===== src/hw/rtl/dlr_pkg.sv =====
// Shared definitions for the DDA line rasterizer: default sizes, register
// indexes, reset values and the item action codes. No dependencies.
`default_nettype none

package dlr_pkg;

  localparam int DEFAULT_FRAC_BITS   = 16;
  localparam int DEFAULT_COORD_BITS  = 14;
  localparam int DEFAULT_QUEUE_DEPTH = 4;

  localparam int CFG_W   = 13;
  localparam int IDX_W   = 24;
  localparam int COLOR_W = 32;

  localparam logic [CFG_W-1:0] RESET_SCREEN_WIDTH  = 13'd1280;
  localparam logic [CFG_W-1:0] RESET_SCREEN_HEIGHT = 13'd720;

  typedef enum logic {
    ACT_START   = 1'b0,
    ACT_ADVANCE = 1'b1
  } action_e;

  typedef enum logic {
    CFG_SCREEN_WIDTH  = 1'b0,
    CFG_SCREEN_HEIGHT = 1'b1
  } cfg_reg_e;

endpackage

`default_nettype wire


===== src/hw/rtl/dlr_fifo.sv =====
// Small register-based FIFO that decouples the rasterizer front and back.
// Standalone; no package needed.
`default_nettype none

module dlr_fifo #(
  parameter int WIDTH = 8,
  parameter int DEPTH = 4
) (
  input  wire logic             clk_i,
  input  wire logic             rst_ni,
  input  wire logic             push_i,
  input  wire logic [WIDTH-1:0] push_data_i,
  output      logic             full_o,
  input  wire logic             pop_i,
  output      logic [WIDTH-1:0] pop_data_o,
  output      logic             empty_o
);

  localparam int AW = (DEPTH > 1) ? $clog2(DEPTH) : 1;
  localparam int NW = $clog2(DEPTH + 1);

  logic [WIDTH-1:0] mem_q [DEPTH];
  logic [AW-1:0]    wr_ptr_q, wr_ptr_d, rd_ptr_q, rd_ptr_d;
  logic [NW-1:0]    fill_q, fill_d;
  logic             do_push, do_pop;

  assign full_o     = (fill_q == NW'(DEPTH));
  assign empty_o    = (fill_q == '0);
  assign do_push    = push_i && !full_o;
  assign do_pop     = pop_i && !empty_o;
  assign pop_data_o = mem_q[rd_ptr_q];

  always_comb begin
    wr_ptr_d = wr_ptr_q;
    rd_ptr_d = rd_ptr_q;
    fill_d   = fill_q;
    if (do_push) begin
      wr_ptr_d = (wr_ptr_q == AW'(DEPTH - 1)) ? '0 : wr_ptr_q + AW'(1);
    end
    if (do_pop) begin
      rd_ptr_d = (rd_ptr_q == AW'(DEPTH - 1)) ? '0 : rd_ptr_q + AW'(1);
    end
    if (do_push && !do_pop) begin
      fill_d = fill_q + NW'(1);
    end else if (do_pop && !do_push) begin
      fill_d = fill_q - NW'(1);
    end
  end

  always_ff @(posedge clk_i or negedge rst_ni) begin
    if (!rst_ni) begin
      wr_ptr_q <= '0;
      rd_ptr_q <= '0;
      fill_q   <= '0;
    end else begin
      wr_ptr_q <= wr_ptr_d;
      rd_ptr_q <= rd_ptr_d;
      fill_q   <= fill_d;
    end
  end

  always_ff @(posedge clk_i) begin
    if (do_push) begin
      mem_q[wr_ptr_q] <= push_data_i;
    end
  end

endmodule

`default_nettype wire


===== src/hw/rtl/dlr_front.sv =====
// Rasterizer front end: accepts words, forwards advances and turns a start into
// a setup command with per-axis restoring dividers. Depends on dlr_pkg.
`default_nettype none

module dlr_front #(
  parameter int FRAC_BITS  = 16,
  parameter int COORD_BITS = 14,
  parameter int ENTRY_W    = 128
) (
  input  wire logic                         clk_i,
  input  wire logic                         rst_ni,
  input  wire logic                         in_valid_i,
  output      logic                         in_stall_o,
  input  wire logic                         action_i,
  input  wire logic signed [COORD_BITS-1:0] x_start_i,
  input  wire logic signed [COORD_BITS-1:0] y_start_i,
  input  wire logic signed [COORD_BITS-1:0] x_end_i,
  input  wire logic signed [COORD_BITS-1:0] y_end_i,
  input  wire logic [dlr_pkg::COLOR_W-1:0]  line_color_i,
  output      logic                         push_o,
  output      logic [ENTRY_W-1:0]           push_data_o,
  input  wire logic                         full_i
);

  import dlr_pkg::*;

  localparam int CW    = COORD_BITS;
  localparam int SW    = FRAC_BITS + 2;
  localparam int QW    = FRAC_BITS + 1;
  localparam int CNT_W = $clog2(FRAC_BITS + 1);

  typedef enum logic [3:0] {
    FE_IDLE = 4'b0001,
    FE_LEN  = 4'b0010,
    FE_DIV  = 4'b0100,
    FE_PUSH = 4'b1000
  } fe_state_e;

  fe_state_e state_q, state_d;

  logic                accept;
  logic signed [CW:0]  dx, dy;
  logic [CW:0]         abs_x, abs_y;

  // Operand and divider registers.
  logic                neg_x_q, neg_y_q;
  logic [CW-1:0]       mag_x_q, mag_y_q;
  logic [CW-1:0]       len_q, len_d;
  logic [CW:0]         rem_x_q, rem_x_d, rem_y_q, rem_y_d;
  logic [QW-1:0]       quo_x_q, quo_x_d, quo_y_q, quo_y_d;
  logic [CNT_W-1:0]    cnt_q, cnt_d;
  logic signed [CW-1:0] x0_q, y0_q;
  logic [COLOR_W-1:0]  color_q;

  logic [CW:0]         try_x, try_y;
  logic                ge_x, ge_y;
  logic                up_x, up_y;
  logic [SW-1:0]       smag_x, smag_y;
  logic signed [SW-1:0] step_x, step_y;
  logic [CW:0]         count;
  logic [ENTRY_W-1:0]  setup_entry, advance_entry;

  assign accept     = in_valid_i && !in_stall_o;
  assign in_stall_o = (state_q != FE_IDLE) || full_i;

  assign dx    = (CW+1)'(x_end_i) - (CW+1)'(x_start_i);
  assign dy    = (CW+1)'(y_end_i) - (CW+1)'(y_start_i);
  assign abs_x = dx[CW] ? -dx : dx;
  assign abs_y = dy[CW] ? -dy : dy;

  // One quotient bit per cycle; the first pass takes the integer bit.
  assign try_x = (cnt_q == '0) ? rem_x_q : {rem_x_q[CW-1:0], 1'b0};
  assign try_y = (cnt_q == '0) ? rem_y_q : {rem_y_q[CW-1:0], 1'b0};
  assign ge_x  = try_x >= {1'b0, len_q};
  assign ge_y  = try_y >= {1'b0, len_q};

  // Round half away from zero: bump when twice the remainder reaches the divisor.
  assign up_x   = {rem_x_q, 1'b0} >= {2'b00, len_q};
  assign up_y   = {rem_y_q, 1'b0} >= {2'b00, len_q};
  assign smag_x = SW'(quo_x_q) + SW'(up_x);
  assign smag_y = SW'(quo_y_q) + SW'(up_y);

  always_comb begin
    step_x = '0;
    step_y = '0;
    if (len_q != '0) begin
      step_x = neg_x_q ? -$signed(smag_x) : $signed(smag_x);
      step_y = neg_y_q ? -$signed(smag_y) : $signed(smag_y);
    end
  end

  assign count         = (CW+1)'(len_q) + (CW+1)'(1);
  assign setup_entry   = {ACT_START, color_q, y0_q, x0_q, count, step_y, step_x};
  assign advance_entry = {ACT_ADVANCE, {(ENTRY_W-1){1'b0}}};

  assign push_o      = (state_q == FE_IDLE && accept && action_i == ACT_ADVANCE) ||
                       (state_q == FE_PUSH && !full_i);
  assign push_data_o = (state_q == FE_PUSH) ? setup_entry : advance_entry;

  always_comb begin
    state_d = state_q;
    len_d   = len_q;
    rem_x_d = rem_x_q;
    rem_y_d = rem_y_q;
    quo_x_d = quo_x_q;
    quo_y_d = quo_y_q;
    cnt_d   = cnt_q;
    case (state_q)
      FE_IDLE: begin
        if (accept && action_i == ACT_START) begin
          state_d = FE_LEN;
        end
      end
      FE_LEN: begin
        len_d   = (mag_x_q > mag_y_q) ? mag_x_q : mag_y_q;
        rem_x_d = {1'b0, mag_x_q};
        rem_y_d = {1'b0, mag_y_q};
        quo_x_d = '0;
        quo_y_d = '0;
        cnt_d   = '0;
        state_d = FE_DIV;
      end
      FE_DIV: begin
        rem_x_d = ge_x ? try_x - {1'b0, len_q} : try_x;
        rem_y_d = ge_y ? try_y - {1'b0, len_q} : try_y;
        quo_x_d = {quo_x_q[QW-2:0], ge_x};
        quo_y_d = {quo_y_q[QW-2:0], ge_y};
        cnt_d   = cnt_q + CNT_W'(1);
        if (cnt_q == CNT_W'(FRAC_BITS)) begin
          state_d = FE_PUSH;
        end
      end
      FE_PUSH: begin
        if (!full_i) begin
          state_d = FE_IDLE;
        end
      end
      default: state_d = FE_IDLE;
    endcase
  end

  always_ff @(posedge clk_i or negedge rst_ni) begin
    if (!rst_ni) begin
      state_q <= FE_IDLE;
      cnt_q   <= '0;
    end else begin
      state_q <= state_d;
      cnt_q   <= cnt_d;
    end
  end

  always_ff @(posedge clk_i) begin
    len_q   <= len_d;
    rem_x_q <= rem_x_d;
    rem_y_q <= rem_y_d;
    quo_x_q <= quo_x_d;
    quo_y_q <= quo_y_d;
    if (state_q == FE_IDLE && accept && action_i == ACT_START) begin
      neg_x_q <= dx[CW];
      neg_y_q <= dy[CW];
      mag_x_q <= abs_x[CW-1:0];
      mag_y_q <= abs_y[CW-1:0];
      x0_q    <= x_start_i;
      y0_q    <= y_start_i;
      color_q <= line_color_i;
    end
  end

endmodule

`default_nettype wire


===== src/hw/rtl/dlr_back.sv =====
// Rasterizer back end: holds the line walk state, runs setup and advance
// commands and emits pixels through a two-stage pipeline. Depends on dlr_pkg.
`default_nettype none

module dlr_back #(
  parameter int FRAC_BITS  = 16,
  parameter int COORD_BITS = 14,
  parameter int ENTRY_W    = 128
) (
  input  wire logic                         clk_i,
  input  wire logic                         rst_ni,
  input  wire logic [ENTRY_W-1:0]           cmd_i,
  input  wire logic                         empty_i,
  output      logic                         pop_o,
  input  wire logic [dlr_pkg::CFG_W-1:0]    screen_width_i,
  input  wire logic [dlr_pkg::CFG_W-1:0]    screen_height_i,
  output      logic                         out_valid_o,
  input  wire logic                         out_stall_i,
  output      logic signed [COORD_BITS-1:0] pixel_x_o,
  output      logic signed [COORD_BITS-1:0] pixel_y_o,
  output      logic [dlr_pkg::IDX_W-1:0]    pixel_addr_o,
  output      logic [dlr_pkg::COLOR_W-1:0]  pixel_color_o,
  output      logic                         write_enable_o,
  output      logic                         last_pixel_o
);

  import dlr_pkg::*;

  localparam int CW     = COORD_BITS;
  localparam int SW     = FRAC_BITS + 2;
  localparam int PW     = COORD_BITS + FRAC_BITS + 2;
  localparam int RW     = COORD_BITS + 2;
  localparam int CMP_W  = (RW > CFG_W + 1) ? RW : CFG_W + 1;
  localparam int PROD_W = 2 * CFG_W;
  localparam int O_SY   = SW;
  localparam int O_CNT  = 2 * SW;
  localparam int O_X0   = 2 * SW + CW + 1;
  localparam int O_Y0   = O_X0 + CW;
  localparam int O_COL  = O_Y0 + CW;
  localparam int O_KIND = O_COL + COLOR_W;

  logic                  cmd_kind;
  logic signed [SW-1:0]  cmd_step_x, cmd_step_y;
  logic [CW:0]           cmd_count;
  logic signed [CW-1:0]  cmd_x0, cmd_y0;
  logic [COLOR_W-1:0]    cmd_color;

  // Walk state.
  logic                  active_q;
  logic signed [PW-1:0]  pos_x_q, pos_y_q;
  logic signed [SW-1:0]  step_x_q, step_y_q;
  logic [CW:0]           left_q;
  logic [COLOR_W-1:0]    color_q;

  // Rounding stage.
  logic                  va_q;
  logic signed [RW-1:0]  rx_a_q, ry_a_q;
  logic                  last_a_q;
  logic [COLOR_W-1:0]    col_a_q;

  logic                  move_b, emit;
  logic signed [PW-1:0]  half_c, sum_x, sum_y;
  logic                  vis;
  logic [CMP_W-1:0]      ux, uy;
  logic [CFG_W-1:0]      x13, y13;
  logic [PROD_W-1:0]     prod, lin;

  assign cmd_kind   = cmd_i[O_KIND];
  assign cmd_step_x = cmd_i[SW-1:0];
  assign cmd_step_y = cmd_i[O_SY +: SW];
  assign cmd_count  = cmd_i[O_CNT +: CW+1];
  assign cmd_x0     = cmd_i[O_X0 +: CW];
  assign cmd_y0     = cmd_i[O_Y0 +: CW];
  assign cmd_color  = cmd_i[O_COL +: COLOR_W];

  assign move_b = !out_valid_o || !out_stall_i;
  assign pop_o  = !empty_i && (!va_q || move_b);
  assign emit   = pop_o && cmd_kind == ACT_ADVANCE && active_q;

  // Half away from zero as one add: negative values take half minus one.
  assign half_c = {{(PW-FRAC_BITS){1'b0}}, 1'b1, {(FRAC_BITS-1){1'b0}}};
  assign sum_x  = pos_x_q + half_c - PW'({1'b0, pos_x_q[PW-1]});
  assign sum_y  = pos_y_q + half_c - PW'({1'b0, pos_y_q[PW-1]});

  assign ux   = CMP_W'($unsigned(rx_a_q));
  assign uy   = CMP_W'($unsigned(ry_a_q));
  assign vis  = !rx_a_q[RW-1] && !ry_a_q[RW-1] &&
                (ux < CMP_W'(screen_width_i)) && (uy < CMP_W'(screen_height_i));
  assign x13  = CFG_W'(ux);
  assign y13  = CFG_W'(uy);
  assign prod = PROD_W'(y13) * PROD_W'(screen_width_i);
  assign lin  = prod + PROD_W'(x13);

  always_ff @(posedge clk_i or negedge rst_ni) begin
    if (!rst_ni) begin
      active_q    <= 1'b0;
      va_q        <= 1'b0;
      out_valid_o <= 1'b0;
    end else begin
      if (pop_o && cmd_kind == ACT_START) begin
        active_q <= 1'b1;
      end else if (emit && left_q == (CW+1)'(1)) begin
        active_q <= 1'b0;
      end
      if (emit) begin
        va_q <= 1'b1;
      end else if (move_b) begin
        va_q <= 1'b0;
      end
      if (move_b) begin
        out_valid_o <= va_q;
      end
    end
  end

  always_ff @(posedge clk_i) begin
    if (pop_o && cmd_kind == ACT_START) begin
      pos_x_q  <= PW'(cmd_x0) <<< FRAC_BITS;
      pos_y_q  <= PW'(cmd_y0) <<< FRAC_BITS;
      step_x_q <= cmd_step_x;
      step_y_q <= cmd_step_y;
      left_q   <= cmd_count;
      color_q  <= cmd_color;
    end else if (emit) begin
      pos_x_q  <= pos_x_q + PW'(step_x_q);
      pos_y_q  <= pos_y_q + PW'(step_y_q);
      left_q   <= left_q - (CW+1)'(1);
    end
    if (emit) begin
      rx_a_q   <= sum_x[PW-1:FRAC_BITS];
      ry_a_q   <= sum_y[PW-1:FRAC_BITS];
      last_a_q <= (left_q == (CW+1)'(1));
      col_a_q  <= color_q;
    end
    if (move_b && va_q) begin
      pixel_x_o      <= rx_a_q[CW-1:0];
      pixel_y_o      <= ry_a_q[CW-1:0];
      pixel_addr_o   <= vis ? lin[IDX_W-1:0] : '0;
      pixel_color_o  <= col_a_q;
      write_enable_o <= vis;
      last_pixel_o   <= last_a_q;
    end
  end

endmodule

`default_nettype wire


===== src/hw/rtl/dda_line_rasterizer.sv =====
// Top level of the DDA line rasterizer: configuration registers, front end,
// command queue and back end. Depends on dlr_pkg, dlr_front, dlr_fifo, dlr_back.
//
// Usage: the input channel takes one word per accepted handshake. A word with
// action start latches two end points and a color; a word with action advance
// asks for the next pixel of the current line. A line of length L (the larger
// absolute delta) yields L + 1 pixels, the last one flagged by last_pixel_o.
// Advances with no line in progress are dropped and give no output word.
// An accepted advance passes through the command queue, the rounding stage
// and the output register to the output channel. Throughput: advances are
// taken one per cycle while in_stall_o is low. A start keeps the front end
// busy in its length, divide and push states, the restoring divider making one
// quotient bit of both per-step increments per cycle; the next word waits.
// Stalls: the output register holds its word while out_stall_i is high; the
// back end keeps a second pixel in its rounding stage and then stops draining
// the command queue, which fills and in turn raises in_stall_o.
// Reset: asynchronous, active low. It empties the queue and the pipeline,
// ends any line in progress and loads screen width 1280 and height 720.
// Configuration writes are taken whenever cfg_we_i is high and must only
// happen while the block is idle.
`default_nettype none

module dda_line_rasterizer #(
  parameter int FRAC_BITS   = dlr_pkg::DEFAULT_FRAC_BITS,
  parameter int COORD_BITS  = dlr_pkg::DEFAULT_COORD_BITS,
  parameter int QUEUE_DEPTH = dlr_pkg::DEFAULT_QUEUE_DEPTH
) (
  input  wire logic                         clk_i,
  input  wire logic                         rst_ni,
  // Configuration write port.
  input  wire logic                         cfg_we_i,
  input  wire logic                         cfg_index_i,
  input  wire logic [dlr_pkg::CFG_W-1:0]    cfg_wdata_i,
  // Input channel.
  input  wire logic                         in_valid_i,
  output      logic                         in_stall_o,
  input  wire logic                         action_i,
  input  wire logic signed [COORD_BITS-1:0] x_start_i,
  input  wire logic signed [COORD_BITS-1:0] y_start_i,
  input  wire logic signed [COORD_BITS-1:0] x_end_i,
  input  wire logic signed [COORD_BITS-1:0] y_end_i,
  input  wire logic [dlr_pkg::COLOR_W-1:0]  line_color_i,
  // Output channel.
  output      logic                         out_valid_o,
  input  wire logic                         out_stall_i,
  output      logic signed [COORD_BITS-1:0] pixel_x_o,
  output      logic signed [COORD_BITS-1:0] pixel_y_o,
  output      logic [dlr_pkg::IDX_W-1:0]    pixel_addr_o,
  output      logic [dlr_pkg::COLOR_W-1:0]  pixel_color_o,
  output      logic                         write_enable_o,
  output      logic                         last_pixel_o
);

  import dlr_pkg::*;

  // A queue entry carries both increments, the pixel count, the start point,
  // the color and the command kind.
  localparam int ENTRY_W = 2 * (FRAC_BITS + 2) + (COORD_BITS + 1) + 2 * COORD_BITS +
                           COLOR_W + 1;

  logic [CFG_W-1:0]   screen_width_q, screen_height_q;
  logic               push, full, pop, empty;
  logic [ENTRY_W-1:0] push_data, pop_data;

  // Screen registers; the index is a single bit, so both codes are covered.
  always_ff @(posedge clk_i or negedge rst_ni) begin
    if (!rst_ni) begin
      screen_width_q  <= RESET_SCREEN_WIDTH;
      screen_height_q <= RESET_SCREEN_HEIGHT;
    end else if (cfg_we_i) begin
      case (cfg_index_i)
        CFG_SCREEN_WIDTH:  screen_width_q  <= cfg_wdata_i;
        CFG_SCREEN_HEIGHT: screen_height_q <= cfg_wdata_i;
        default: ;
      endcase
    end
  end

  dlr_front #(
    .FRAC_BITS  (FRAC_BITS),
    .COORD_BITS (COORD_BITS),
    .ENTRY_W    (ENTRY_W)
  ) u_front (
    .clk_i        (clk_i),
    .rst_ni       (rst_ni),
    .in_valid_i   (in_valid_i),
    .in_stall_o   (in_stall_o),
    .action_i     (action_i),
    .x_start_i    (x_start_i),
    .y_start_i    (y_start_i),
    .x_end_i      (x_end_i),
    .y_end_i      (y_end_i),
    .line_color_i (line_color_i),
    .push_o       (push),
    .push_data_o  (push_data),
    .full_i       (full)
  );

  dlr_fifo #(
    .WIDTH (ENTRY_W),
    .DEPTH (QUEUE_DEPTH)
  ) u_queue (
    .clk_i       (clk_i),
    .rst_ni      (rst_ni),
    .push_i      (push),
    .push_data_i (push_data),
    .full_o      (full),
    .pop_i       (pop),
    .pop_data_o  (pop_data),
    .empty_o     (empty)
  );

  dlr_back #(
    .FRAC_BITS  (FRAC_BITS),
    .COORD_BITS (COORD_BITS),
    .ENTRY_W    (ENTRY_W)
  ) u_back (
    .clk_i           (clk_i),
    .rst_ni          (rst_ni),
    .cmd_i           (pop_data),
    .empty_i         (empty),
    .pop_o           (pop),
    .screen_width_i  (screen_width_q),
    .screen_height_i (screen_height_q),
    .out_valid_o     (out_valid_o),
    .out_stall_i     (out_stall_i),
    .pixel_x_o       (pixel_x_o),
    .pixel_y_o       (pixel_y_o),
    .pixel_addr_o    (pixel_addr_o),
    .pixel_color_o   (pixel_color_o),
    .write_enable_o  (write_enable_o),
    .last_pixel_o    (last_pixel_o)
  );

endmodule

`default_nettype wire


===== config.mk =====
export PLATFORM = sky130hd
export DESIGN_NAME = dda_line_rasterizer
export DESIGN_NICKNAME = d
export VERILOG_FILES = /design/src/hw/rtl/dlr_pkg.sv /design/src/hw/rtl/dlr_fifo.sv /design/src/hw/rtl/dlr_front.sv /design/src/hw/rtl/dlr_back.sv /design/src/hw/rtl/dda_line_rasterizer.sv
export SDC_FILE = /design/constraint.sdc
export NUM_CORES = 2
export LEC_CHECK = 0
export ABC_AREA = 1
export BUFFER_PORTS_ARGS = -buffer_cell sky130_fd_sc_hd__buf_2
export CORE_MARGIN = 8
export CORE_UTILIZATION = 39
export DETAILED_ROUTE_END_ITERATION = 8
export HOLD_SLACK_MARGIN = 0.05
export SYNTH_ARGS = -nofsm -noshare
export SYNTH_HDL_FRONTEND = slang
export SYNTH_SLANG_ARGS = --single-unit

===== constraint.sdc =====
create_clock -name clk_i -period 14 [get_ports clk_i]
set_clock_uncertainty 0.05 [all_clocks]
set_input_delay 0.7 -clock clk_i [delete_from_list [all_inputs] [get_ports clk_i]]
set_output_delay 0.7 -clock clk_i [all_outputs]
set_load 0.005 [all_outputs]

==> run metrics <==
status=finished, final reports clean; area of the core=143000 sq um; Critical R2R Capture=u_back.pixel_addr_o[18]; H-tree depth=3; Arr. time, crit path=6.19 ns; CTS hold repair buffers=7; Via Count=41700; worst relative slew slack=30.4%; flop2flop setup slack=8.18 ns; HP Class=in2async; FILL cells=13800; Layout Nets=6767; Mapped Nets=6592; clock slew seen by the registers of the worst setup and hold paths=0.06 ns; most used cell, CP=fa_1; setup TNS=0 ns; worst reg2reg path startpoint=u_back.ry_a_q[2]; final slew viol count=0; # Post-CTS Setup Buffers=0; Max clock buf depth=3; CP required=14.37 ns; Synth top area share=47.3%; Worst Setup Start Kind=flip-flop; initial core utilization=39.2%; met2 usage=30.8%; Seq. cell area=28300 sq um; Post-Route WL=148 mm; Async SR Flop Fraction=4.69%; fmax=172 MHz; Die X=395 um; Total Routing Usage GR=18.4%; initial antenna violation count=5; gr busiest metal=met2; Final HPWL DP=107 mm; # resized after CTS=0; GRT overflow=0; # diodes=0; I/O pin cnt=196; final hold vios=0; register bit total from synthesis=959; number of remaining DRC errors=0; Top delay family on crit path=adder cells; largest net degree at the start of global routing=165; area of the multi-input gates=23900 sq um; Slowest-stage cell, CP=edfxtp_1; largest area contributor in the netlist=edfxtp_1; sequential element share of the synthesized area=50.4%; max_cap viols=0; Mapped Area=56000 sq um; Final Wtd Congestion=0.906; Tmin final=5.82 ns; most frequent cell after synthesis=nand2_1; Buf/Inv on CP=4; Post-Syn Instances=6007; Least-Margin Pin Slew=1.04 ns; number of enable flip-flop cells after synthesis=882; Final setup viols=0; DRT antenna net count=0; number of global-route vias before repair=41700; Buffers on Ports=195; max incr delay on CP=0.86 ns; RSZ-0062 raised after global routing=no; clk_lat worst skew=0.73 ns; DRT Pass-1 Iters=6; crit-path cells=nand2_1 -> fa_1 -> fa_1 -> inv_1 -> fa_1 -> fa_1 -> fa_1 -> inv_1 -> fa_1 -> inv_1 -> ha_1 -> nand2_1 -> nor2_1 -> nand2_1 -> o21ai_1 -> a21oi_1 -> nand2_1 -> nand2_1 -> inv_1 -> nor2_1; clock sink count=959; cell row count=139; Area growth, synth to finish=11.4%; met1 Usage GRT=25.0%; share of cells above drive strength 1=7.52%; Iteration-0 DRC Markers=2787; Worst setup EP type=flip-flop; DIE HEIGHT=395 um; grt met3 use=2.45%; ys flop type=edfxtp_1; first-pass GRT wire length=232 mm; period utilization=41.6%; CP max FO=15; commonest cells in the netlist=1124 x nand2_1, 882 x edfxtp_1, 856 x inv_1; TritonCTS Buffers=103; average wire per standard cell=18.1 um; die area=156000 sq um; largest cells by area after synthesis=edfxtp_1 47%, ha_1 7.6%, nand2_1 7.5%; Vias per Instance=5.11; reg2reg path depth=20; synth warn=0; Syn Area/Cell=9.33 sq um; Clk Tree Root Cell=clkbuf_16; Crit Path Class=reg2reg; library cells used by synthesis=57; TritonCTS clock tree=done
[flip-flops by register name, summed over array words and instances (netlist names), 16 cells and up]
signal / cells
u_queue.mem_q: 448
u_back.col_a_q: 32
u_back.color_q: 32
u_back.pixel_color_o: 32
u_back.pos_x_q: 32
u_back.pos_y_q: 32
u_front.color_q: 32
u_back.pixel_addr_o: 24
u_back.step_x_q: 18
u_back.step_y_q: 18
u_front.quo_x_q: 17
u_front.quo_y_q: 17
u_back.rx_a_q: 16
u_back.ry_a_q: 16
[layout make-up]
type,count,area share (%)
Tap cell,1903,3.81
Clock inverter,47,0.814
Inverter,865,5.22
Timing Repair Buffer,231,2.04
Multi-Input combinational cell,4022,38.3
Sequential cell,959,45.3
Clock buffer,140,4.50
[worst max-delay path by stage]
stage                             from                       to  slack [ns]  cells past startpoint
finish                u_back.ry_a_q[2]  u_back.pixel_addr_o[18]        8.18                     20
floorplan           u_front.state_q[0]       u_front.color_q[0]        6.04                      4
global route          u_back.ry_a_q[8]  u_back.pixel_addr_o[18]        7.79                     20
CTS                   u_back.ry_a_q[8]  u_back.pixel_addr_o[18]        8.16                     20
global placement      u_back.ry_a_q[8]  u_back.pixel_addr_o[18]        8.12                     20
detailed placement    u_back.ry_a_q[8]  u_back.pixel_addr_o[18]        8.11                     20
[cells by family (layout without fill, tap and decap cells)]
logic type | Yosys count | in the layout | share of synthesized area, %
DFF | 959 | 959 | 50.4
adders and majority gates | 477 | 477 | 12.5
and+or+nand+nor | 2290 | 2290 | 17.0
muxes | 4 | 4 | 0.0759
AOI/OAI and AO/OA | 1107 | 1107 | 10.7
xor gates and xnor gates | 144 | 144 | 2.28
buffers and inverters | 1026 | 1283 | 7.02
[per-stage QoR]
| stage | instance area [sq um] | utilization (%) | setup WS, ns | hold WS, ns | instances |
|---|---|---|---|---|---|
| finish | 62400 | 43.6 | 8.18 | 0.103 | 8167 |
| CTS | 62400 | 43.6 | 8.16 | 0.0513 | 8167 |
| floorplan | 56000 | - | 6.04 | 0.350 | 6007 |
| global route | 62400 | 43.6 | 7.79 | 0.0594 | 8167 |
| global placement | 59000 | 41.2 | 8.12 | 0.352 | 7973 |
| detailed placement | 59000 | 41.2 | 8.11 | 0.355 | 7973 |
[per-layer routing]
metal	part of all wire, %	up-vias
met5	0	-
met4	3.0	0
met3	4.5	208
met2	47	953
met1	46	20000
li1	-	20600
[cells in the final DEF (no fill, tap or decap), types with 29 or more instances in the layout]
cell type	n
o21ai_0	523
dfxtp_1	32
nand4_1	62
nor2_1	678
xnor2_1	53
buf_2	195
clkbuf_1	29
a21oi_1	323
fa_1	136
nor3_1	42
dfrtp_1	36
edfxtp_1	882
ha_1	341
xor2_1	89
o22ai_1	123
nand2_1	1123
inv_1	855
nand3_1	268
clkbuf_16	104
Power is left out: the tool's default activity adds up to more than one toggle a clock period on the data nets, which glitch-free logic cannot reach.
